[src/srrip_pkg.sv]
package srrip_pkg;

  typedef enum logic [2:0] {
    ST_IDLE,
    ST_READ,
    ST_EXEC,
    ST_OUT,
    ST_CLEAR
  } srrip_state_e;

  // Control from the sequencer to the datapath.
  typedef struct packed {
    logic capture;
    logic clear_en;
    logic rd_en;
    logic exec;
    logic out_load;
  } srrip_cmd_t;

  // Status from the datapath to the sequencer.
  typedef struct packed {
    logic clear_done;
    logic is_victim;
  } srrip_sts_t;

  localparam logic [1:0] RrpvMax = 2'd3;
  localparam logic [1:0] RrpvInit = 2'd2;
  localparam logic [9:0] PselMax = 10'd1023;
  localparam logic [9:0] PselMid = 10'd512;
  localparam logic [15:0] LfsrTaps = 16'hB400;
  localparam logic [15:0] LfsrSeed = 16'h0001;
  localparam logic [4:0] SigMask = 5'h1F;
  localparam logic [1:0] OutcomeInit = 2'd1;
  localparam logic [1:0] ThreshInit = 2'd2;
  localparam logic KindVictim = 1'b0;

  function automatic logic [15:0] lfsr_step(input logic [15:0] s);
    logic [15:0] r;
    r = s >> 1;
    if (s[0]) begin
      r = r ^ LfsrTaps;
    end
    return r;
  endfunction

endpackage

[src/srrip_ctrl.sv]
module srrip_ctrl (
  input  logic                    clk_i,
  input  logic                    rst_ni,
  input  logic                    in_valid_i,
  output logic                    in_ready_o,
  input  logic                    out_valid_i,
  input  logic                    out_ready_i,
  input  srrip_pkg::srrip_sts_t   sts_i,
  output srrip_pkg::srrip_cmd_t   cmd_o
);
  import srrip_pkg::*;

  srrip_state_e state_q, state_d;

  always_ff @(posedge clk_i or negedge rst_ni) begin
    if (!rst_ni) begin
      state_q <= ST_CLEAR;
    end else begin
      state_q <= state_d;
    end
  end

  always_comb begin
    state_d = state_q;
    case (state_q)
      ST_CLEAR: begin
        if (sts_i.clear_done) state_d = ST_IDLE;
      end
      ST_IDLE: begin
        if (in_valid_i) state_d = ST_READ;
      end
      ST_READ: state_d = ST_EXEC;
      ST_EXEC: begin
        if (sts_i.is_victim) state_d = ST_OUT;
        else state_d = ST_IDLE;
      end
      ST_OUT: begin
        if (!out_valid_i || out_ready_i) state_d = ST_IDLE;
      end
      default: state_d = ST_IDLE;
    endcase
  end

  always_comb begin
    cmd_o = '0;
    in_ready_o = 1'b0;
    case (state_q)
      ST_CLEAR: cmd_o.clear_en = 1'b1;
      ST_IDLE: begin
        in_ready_o = 1'b1;
        cmd_o.capture = in_valid_i;
      end
      ST_READ: cmd_o.rd_en = 1'b1;
      ST_EXEC: cmd_o.exec = 1'b1;
      ST_OUT: cmd_o.out_load = !out_valid_i || out_ready_i;
      default: cmd_o = '0;
    endcase
  end
endmodule

[config.mk]
export PLATFORM = sky130hd
export DESIGN_NAME = srrip_ctrl
export DESIGN_NICKNAME = d
export VERILOG_FILES = /design/src/srrip_pkg.sv /design/src/srrip_ctrl.sv
export SDC_FILE = /design/constraint.sdc
export NUM_CORES = 1
export LEC_CHECK = 0
export BUFFER_PORTS_ARGS = -buffer_cell sky130_fd_sc_hd__buf_2
export CAP_MARGIN = 20
export CORE_AREA = 2 2 39 41
export DETAILED_ROUTE_END_ITERATION = 16
export DIE_AREA = 0 0 41 43
export PLACE_DENSITY = 0.48
export SLEW_MARGIN = 20
export SYNTH_ARGS = -nofsm -noshare
export SYNTH_HDL_FRONTEND = slang
export SYNTH_SLANG_ARGS = --single-unit
[constraint.sdc]
create_clock -name clk_i -period 2.25 [get_ports clk_i]
set_clock_uncertainty 0.05 [all_clocks]
set_input_delay 0 -clock clk_i [delete_from_list [all_inputs] [get_ports clk_i]]
set_output_delay 0 -clock clk_i [all_outputs]
set_load 0.005 [all_outputs]
==> out/metrics.cfg, run 1 <==
[sta]
grt_setup_unrepaired = false
tns_ns = 0
worst_pin_slew_ns = 0.304
max-slew-margin-rel = 0.797
final_max_slew_viol_count = 0
report.final.setup_viol = 0
finalCritPeriodShare = 0.545
hold_viol_final = 0
fmax_mhz = 816
period_needed_ns = 1.23

[drt]
wl_met2_um = 200
drc_errors = 0
first_pass_iters = 4
ant_nets = 0
met3_length_um = 36
highest_layer = met4
via_count = 219
drt-met1-wl_um = 217
wl_um = 468
wl_per_cell_um = 8.36
viasPerCell = 3.91
drtIter0Drc = 6

[floorplanning]
num_rows = 14
die_y_um = 43
start_util = 0.154
core-area_sq_mm = 0.00138
io_pins = 13
die_x_um = 41
dieArea_sq_mm = 0.00176

[setup_path]
crit_path_start_kind = flop
cp_max_fo = 5
path_delay_family = flip-flops
worstSetupPathType = flop to output pin
critPathCaptureType = output pin
worstPathRequired_ns = 2.20
cpMaxStageDelayCell = dfstp_2
cp_cell_sequence = inv_2 -> nor3_1 -> buf_2
r2r-start = state_q[2]
crit_path_start = state_q[2]
cp_num_cells = 3
max_stage_delay_ns = 0.57
critPathBufInv = 2
arrival_ns = 1.18
rr_worst_depth = 2

[global_routing]
grt-ovfl-total = 0
grt_pass1_vias = 184
grt_antenna_before_repair = 0
grt_pass1_wl_um = 731
grt_max_degree = 11
grtUsageTotal = 0.0645

[hold_path]
min-delay-start = in_valid_i
min_path_cells = 3
hold_path_class = primary input to flop

[synthesis]
synthCells = 23
synthTopCellsByArea = dfrtp_1 24%, dfstp_2 12%, and4bb_1 5.9%
avgSynthCellArea_sq_um = 9.25
yosysTopAreaCellShare = 0.235
synth_seq_cells = 3
yosysMostFrequentCell = nor2_1
ys.flop_type = dfrtp_1
synth_edf_count = 0
ys_types = 19
yosysSeqAreaShare = 0.359
synth_nets = 30
synth_commonest_cells = 3 x nor2_1, 2 x a21oi_1, 2 x dfrtp_1
synth_warnings = 0
async_flop_share = 1.00
synth_area_sq_um = 213
synth_area_leader_cell = dfrtp_1

[clock_network]
cts_tree = yes
cts_sinks = 3
cts_setup_buffers = 0
numCtsBuffers = 3
htree_num_levels = 1
clk_path_buf_depth = 2
cts-root-buf = clkbuf_4
insertion_delay_ns = 0.23
path_clk_slew_ns = 0.04

[status]
status = complete, no violations

[pwr]
leakagePower_nw = 0.160
p_per_area_mw_per_mm2 = 996
total_power_mw = 0.329
max-vdd-ir-drop_mv = 0.302

[layout]
reg.largest.list = state_q: 3 flops
largest_reg_flops = 3
area_growth_pct = 55.3
instances_no_fill = 56
fin_nets = 48
largest-register = state_q
diodes = 0
drive_gt1_frac = 0.475

[place]
dpl.hpwl_um = 347
routabilityCongestion = 0.642
dp.cells = 49
io_buffers = 12

[run]
maxCapViolCount = 0

[area by class of cell]
cell class | instances | area (sq um)
Clock buffer | 4 | 26.3
Fill cell | 153 | 1050
Inverter | 2 | 7.51
Multi-Input combinational cell | 16 | 110
Sequential cell | 3 | 76.3
Tap cell | 16 | 20.0
Timing Repair Buffer | 15 | 90.1
[final timing paths]
kind,end,slack (ns)
max,cmd_o[3],1.02
min,state_q[0],0.006
max reg2reg,state_q[1],1.14
min reg2reg,state_q[2],0.47
max in group asynchronous,state_q[2],1.91
min in group asynchronous,state_q[1],0.04
[layout by cell type (no fill, tap or decap)]
| cell type | instances |
|---|---|
| and4bb_1 | 1 |
| inv_2 | 1 |
| dfstp_2 | 1 |
| nor2_1 | 3 |
| o21ai_0 | 1 |
| clkbuf_4 | 3 |
| nor3_2 | 1 |
| clkbuf_1 | 1 |
| a21oi_1 | 2 |
| a31o_1 | 1 |
| dlygate4sd3_1 | 3 |
| and4b_1 | 1 |
| and2_1 | 1 |
| nor3_1 | 1 |
| dfrtp_1 | 2 |
| nand2_1 | 1 |
| inv_1 | 1 |
| nand3b_1 | 1 |
| buf_2 | 12 |
| nor4_2 | 1 |
| nor3b_1 | 1 |
[through the flow]
stage	setup slack [ns]	utilization	area [sq um]	hold WS, ns
floorplan	1.19	-	213	-0.346
global placement	1.12	0.198	274	-0.249
detailed placement	1.14	0.198	274	-0.249
CTS	1.00	0.239	330	0.00472
global route	0.950	0.239	330	0.0392
finish	1.02	0.239	330	0.00614
[power by group]
group	switching [mW]	internal [mW]	leakage, nW
combinational	0.0468	0.0725	0.110
clock	0.0291	0.0665	0.0150
sequential	0.0434	0.0707	0.0353
[what timing repair did]
action                    4_1_cts  5_1_grt
hold endpoints to repair        5        0
hold buffers                    3        0
gates resized for setup         0        0
[cell families after synthesis]
kind of cell | after synthesis | synth area share
AND/OR/NAND/NOR | 12 | 0.406
AO/OA/AOI/OAI | 4 | 0.112
flip-flops | 3 | 0.359
buffers and inverters | 4 | 0.124
[layer usage]
| layer | up-vias | GRT usage |
|---|---|---|
| met3 | 2 | 0 |
| met2 | 11 | 0.0719 |
| li1 | 113 | - |
| met4 | 0 | 0.0800 |
| met5 | - | 0 |
| met1 | 93 | 0.0942 |
[worst register-to-register path, delay by kind of cell (launching register included)]
kind / cells / cell delay [ns]
simple gates: 1 / 0.19
compound gates: 1 / 0.18
flops: 1 / 0.57
Power figures use the tool's default switching activity.
==> run 2: changes to the inputs <==
==> constraint.sdc (replaced) <==
create_clock -name clk_i -period 1.2 [get_ports clk_i]
set_clock_uncertainty 0.05 [all_clocks]
set_input_delay 0 -clock clk_i [delete_from_list [all_inputs] [get_ports clk_i]]
set_output_delay 0 -clock clk_i [all_outputs]
set_load 0.005 [all_outputs]
==> run 2 against run 1 <==
  * Global-route usage is 1.4 points higher
  * Non-clock buffer count is 4 higher
  * Cell area is 12% higher
  * Largest power group unchanged
  * Highest routed layer is now met3
==> out/metrics.cfg, run 2 (synthesis gave the netlist of run 1 again) <==
[clock_network]
insertion_delay_ns = 0.23
cts_sinks = 3
path_clk_slew_ns = 0.04
numCtsBuffers = 3
htree_num_levels = 1
clk_path_buf_depth = 2
cts-root-buf = clkbuf_4
cts_tree = yes

[global_routing]
gr-usage-met1 = 0.0939
grtUsageTotal = 0.0785
met2_usage = 0.0969
grt_antenna_before_repair = 0
grt_pass1_wl_um = 890
grt_max_degree = 11
busiest_layer = met2
grt_util_met3 = 0.0628
grt-ovfl-total = 0
grt_pass1_vias = 234

[setup_path]
worstSetupPathType = flop to output pin
arrival_ns = 1.14
cp_max_fo = 5
rr_worst_depth = 2
worstPathRequired_ns = 1.15
critPathCaptureType = output pin
crit_path_start_kind = flop

[sta]
hold_viol_final = 0
holdWs_ns = 0.0175
max-slew-margin-rel = 0.832
period_needed_ns = 1.19
report.final.setup_viol = 0
final_max_slew_viol_count = 0
finalCritPeriodShare = 0.989
tns_ns = 0
worst_pin_slew_ns = 0.249
fmax_mhz = 843
grt_setup_unrepaired = true

[pwr]
p_int_mw = 0.474
p_comb_frac = 0.495
switching_share = 0.347
p_switching_mw = 0.251
seqPwrFrac = 0.258
max-vdd-ir-drop_mv = 0.634
clkPwrFrac = 0.247
p_per_area_mw_per_mm2 = 1970
leakagePower_nw = 0.181
total_power_mw = 0.725

[layout]
drive_gt1_frac = 0.568
final_cell_mix = 12 x buf_2, 4 x buf_4, 3 x nor2_1, 3 x clkbuf_4, 3 x dlygate4sd3_1
seq_area_sq_um = 77.6
largest_reg_flops = 3
multi_input_area_sq_um = 115
largest-register = state_q
area_growth_pct = 73.5
fin_nets = 52
reg.largest.list = state_q: 3 flops
final_common_cell = buf_2
diodes = 0
fillers = 156

[floorplanning]
die_x_um = 41
die_y_um = 43
core-area_sq_mm = 0.00138
io_pins = 13
dieArea_sq_mm = 0.00176
num_rows = 14
start_util = 0.154

[drt]
wl_per_cell_um = 8.87
first_pass_iters = 2
ant_nets = 0
drtIter0Drc = 1
wl_um = 532
via_count = 236
drc_errors = 0
viasPerCell = 3.93

[place]
dpl.hpwl_um = 374
routabilityCongestion = 0.642
io_buffers = 12

[run]
maxCapViolCount = 0

[hold_path]
min_path_cells = 3
hold_path_class = primary input to flop

[status]
status = complete, no violations

==> run 2: cell types whose count changed in the layout (fill, tap and decap cells not counted), sizes merged <==
cell | before | now
buf | 12 | 16
==> run 2: area by class of cell <==
| type | count | share of cell area |
|---|---|---|
| Multi-Input combinational cell | 16 | 0.312 |
| Clock buffer | 4 | 0.0712 |
| Sequential cell | 3 | 0.210 |
| Timing Repair Buffer | 19 | 0.325 |
| Inverter | 2 | 0.0271 |
| Tap cell | 16 | 0.0542 |
==> run 2: per-stage QoR <==
stage / util / instance area [sq um] / setup slack (ns) / std cells
after CTS: 0.254 / 352 / 0.00714 / 58
after global routing: 0.267 / 369 / -0.0515 / 60
after floorplan: - / 213 / 0.138 / 23
after detailed placement: 0.203 / 282 / 0.101 / 50
after global placement: 0.203 / 282 / 0.0956 / 50
final: 0.267 / 369 / 0.0136 / 60
==> run 2: worst max-delay path, cell delays in order (launching register included) <==
cell	delay (ns)
dfstp_2	0.58
inv_4	0.06
nand2_1	0.08
nor2_1	0.05
buf_2	0.13
==> run 2: worst paths after layout <==
kind                       startpoint  slack, ns    endpoint
hold reg to reg            state_q[2]       0.46  state_q[2]
hold / removal             in_valid_i       0.02  state_q[0]
setup / recovery           state_q[2]       0.01    cmd_o[0]
min in group asynchronous      rst_ni       0.04  state_q[0]
setup reg to reg           state_q[2]       0.07  state_q[1]
max in group asynchronous      rst_ni       0.86  state_q[2]
==> run 2: timing repair <==
item,CTS,global route
cloned,0,0
setup buffers,1,2
resized for setup,2,1
pin swaps,1,2
hold endpoints to repair,5,0
endpoints found under the setup margin,4,5
hold buffers,3,0
==> run 2: power groups by stage <==
stage | logic, mW | registers, mW | clock network [mW]
3_5_place_dp | 0.263 | 0.200 | 0
6_report | 0.359 | 0.187 | 0.179
3_3_place_gp | 0.264 | 0.197 | 0
4_1_cts | 0.306 | 0.196 | 0.190
5_1_grt | 0.402 | 0.193 | 0.206
2_1_floorplan | 0.246 | 0.143 | 0
==> run 2: layer usage <==
metal,wire length [um],vias up
met5,0,-
met4,0,0
met3,70,0
met2,220,12
met1,241,101
li1,-,123
==> run 3: changes to the inputs <==
--- a/config.mk
+++ b/config.mk
@@ -8,6 +8,7 @@
 export BUFFER_PORTS_ARGS = -buffer_cell sky130_fd_sc_hd__buf_2
 export CAP_MARGIN = 20
 export CORE_AREA = 2 2 39 41
+export CTS_BUF_LIST = sky130_fd_sc_hd__clkbuf_16
 export DETAILED_ROUTE_END_ITERATION = 16
 export DIE_AREA = 0 0 41 43
 export PLACE_DENSITY = 0.48
==> run 3 against run 2 <==
  * Largest power group is now clock
  * Cell count decreased by 1.7%
  * Clock power increased to 2.9 times the previous value
  * Combinational power decreased by 3%
  * Global-route usage decreased by 0.50 points
  * Fmax increased by 0.95%
  * Cell area increased by 11%
  * Power increased by 46%
  * Sequential power increased by 5%
  * Sequential share of layout area decreased by 1.8 points
==> out/metrics.cfg, run 3 (synthesis gave the netlist of run 1 again) <==
[pwr]
p_per_area_mw_per_mm2 = 2580
max-vdd-ir-drop_mv = 1.03
total_power_mw = 1.06
leakagePower_nw = 0.202

[layout]
largest_reg_flops = 3
area_growth_pct = 92.9
fillers = 151
multi_input_area_sq_um = 115
final_cell_mix = 12 x buf_2, 4 x buf_4, 3 x nor2_1, 3 x clkbuf_16
diodes = 0
fin_nets = 51
drive_gt1_frac = 0.605
seq_area_sq_um = 78.8
reg.largest.list = state_q: 3 flops
largest-register = state_q
final_common_cell = buf_2
instances_no_fill = 59

[floorplanning]
dieArea_sq_mm = 0.00176
die_y_um = 43
die_x_um = 41
core-area_sq_mm = 0.00138
io_pins = 13
start_util = 0.154
num_rows = 14

[run]
maxCapViolCount = 0

[clock_network]
insertion_delay_ns = 0.22
htree_num_levels = 1
cts_sinks = 3
cts_tree = yes
numCtsBuffers = 3
clk_path_buf_depth = 2
cts-root-buf = clkbuf_16
path_clk_slew_ns = 0.03

[sta]
finalCritPeriodShare = 0.979
period_needed_ns = 1.18
fmax_mhz = 851
grt_setup_unrepaired = true
report.final.setup_viol = 0
hold_viol_final = 0
max-slew-margin-rel = 0.832
final_max_slew_viol_count = 0
worst_pin_slew_ns = 0.249

[drt]
wl_per_cell_um = 8.95
viasPerCell = 3.93
ant_nets = 0
first_pass_iters = 1
drtIter0Drc = 0
drc_errors = 0
wl_um = 528
via_count = 232

[setup_path]
worstSetupPathType = flop to output pin
r2r-end = state_q[1]
rr_worst_depth = 2
crit_path_start_kind = flop
ff2ff_setup_slack_ns = 0.09
critPathCaptureType = output pin
worstPathRequired_ns = 1.15
r2r-start = state_q[2]
cp_max_fo = 5
arrival_ns = 1.13

[status]
status = complete, no violations

[hold_path]
hold_path_class = primary input to flop
worstHoldEndpoint = state_q[0]
min-delay-start = sts_i[0]
min_path_cells = 3

[global_routing]
grt_pass1_vias = 217
grt-ovfl-total = 0
grt_antenna_before_repair = 0
grt_max_degree = 11
grtUsageTotal = 0.0734
grt_pass1_wl_um = 814

[place]
io_buffers = 12
dp.cells = 50
dpl.hpwl_um = 374
routabilityCongestion = 0.642

## run 3: changes by cell type in the layout (fill, tap and decap cells not counted), sizes merged
cell,before,now
clkbuf,4,3
inv,2,3
dlygate4sd3,3,2
## run 3: cell type report
cell class,instances,share of cell area
well taps,16,0.0488
flip-flops and latches,3,0.192
clock buffers,3,0.183
repair buffers,18,0.268
multi-input cells,16,0.280
inverters,2,0.0183
clock inverters,1,0.00915
## run 3: worst max-delay path by stage
stage            endpoint        from  cells after the start  slack (ns)
2_1_floorplan  state_q[1]  state_q[2]                      2        0.14
3_3_place_gp   state_q[1]  state_q[2]                      2         0.1
3_5_place_dp   state_q[1]  state_q[2]                      2        0.10
4_1_cts          cmd_o[1]  state_q[0]                      3        0.02
5_1_grt          cmd_o[0]  state_q[2]                      4       -0.03
6_report         cmd_o[0]  state_q[2]                      4        0.02
## run 3: layer usage
layer,track usage,vias to the layer above,wire length [um]
met5,0,-,0
met4,0.0400,0,0
met3,0.0628,0,66
met2,0.0906,11,226
met1,0.0841,100,235
li1,-,121,-
## run 3: timing repair
action                                  4_1_cts  5_1_grt
resized for setup                             2        1
pin swaps                                     1        2
buffers inserted                              0        3
gates cloned                                  0        0
endpoints found under the hold margin         4        0
endpoints found under the setup margin        1        5
hold buffers                                  2        0
## run 3: power breakdown
part	internal (mW)	switching [mW]	total (mW)	leakage (nW)
Combinational	0.210	0.138	0.348	0.127
Sequential	0.140	0.0568	0.197	0.0329
Clock	0.429	0.0836	0.513	0.0423
Total	0.779	0.278	1.06	0.202
## run 3: through the flow
stage	hold slack (ns)	setup slack (ns)	instance area, sq um	utilization	setup TNS (ns)
CTS	0.0145	0.0176	387	0.279	0
global placement	-0.249	0.0956	282	0.203	0
finish	0.00964	0.0248	410	0.297	0
floorplan	-0.346	0.138	213	-	0
global route	0.0291	-0.0264	410	0.297	-0.0452
detailed placement	-0.249	0.101	282	0.203	0
## run 3: critical path: stages, from the launching register on
cell and delay, ns:
dfstp_2 0.57, inv_2 0.07, nand2_1 0.08, nor2_1 0.05
buf_2 0.13
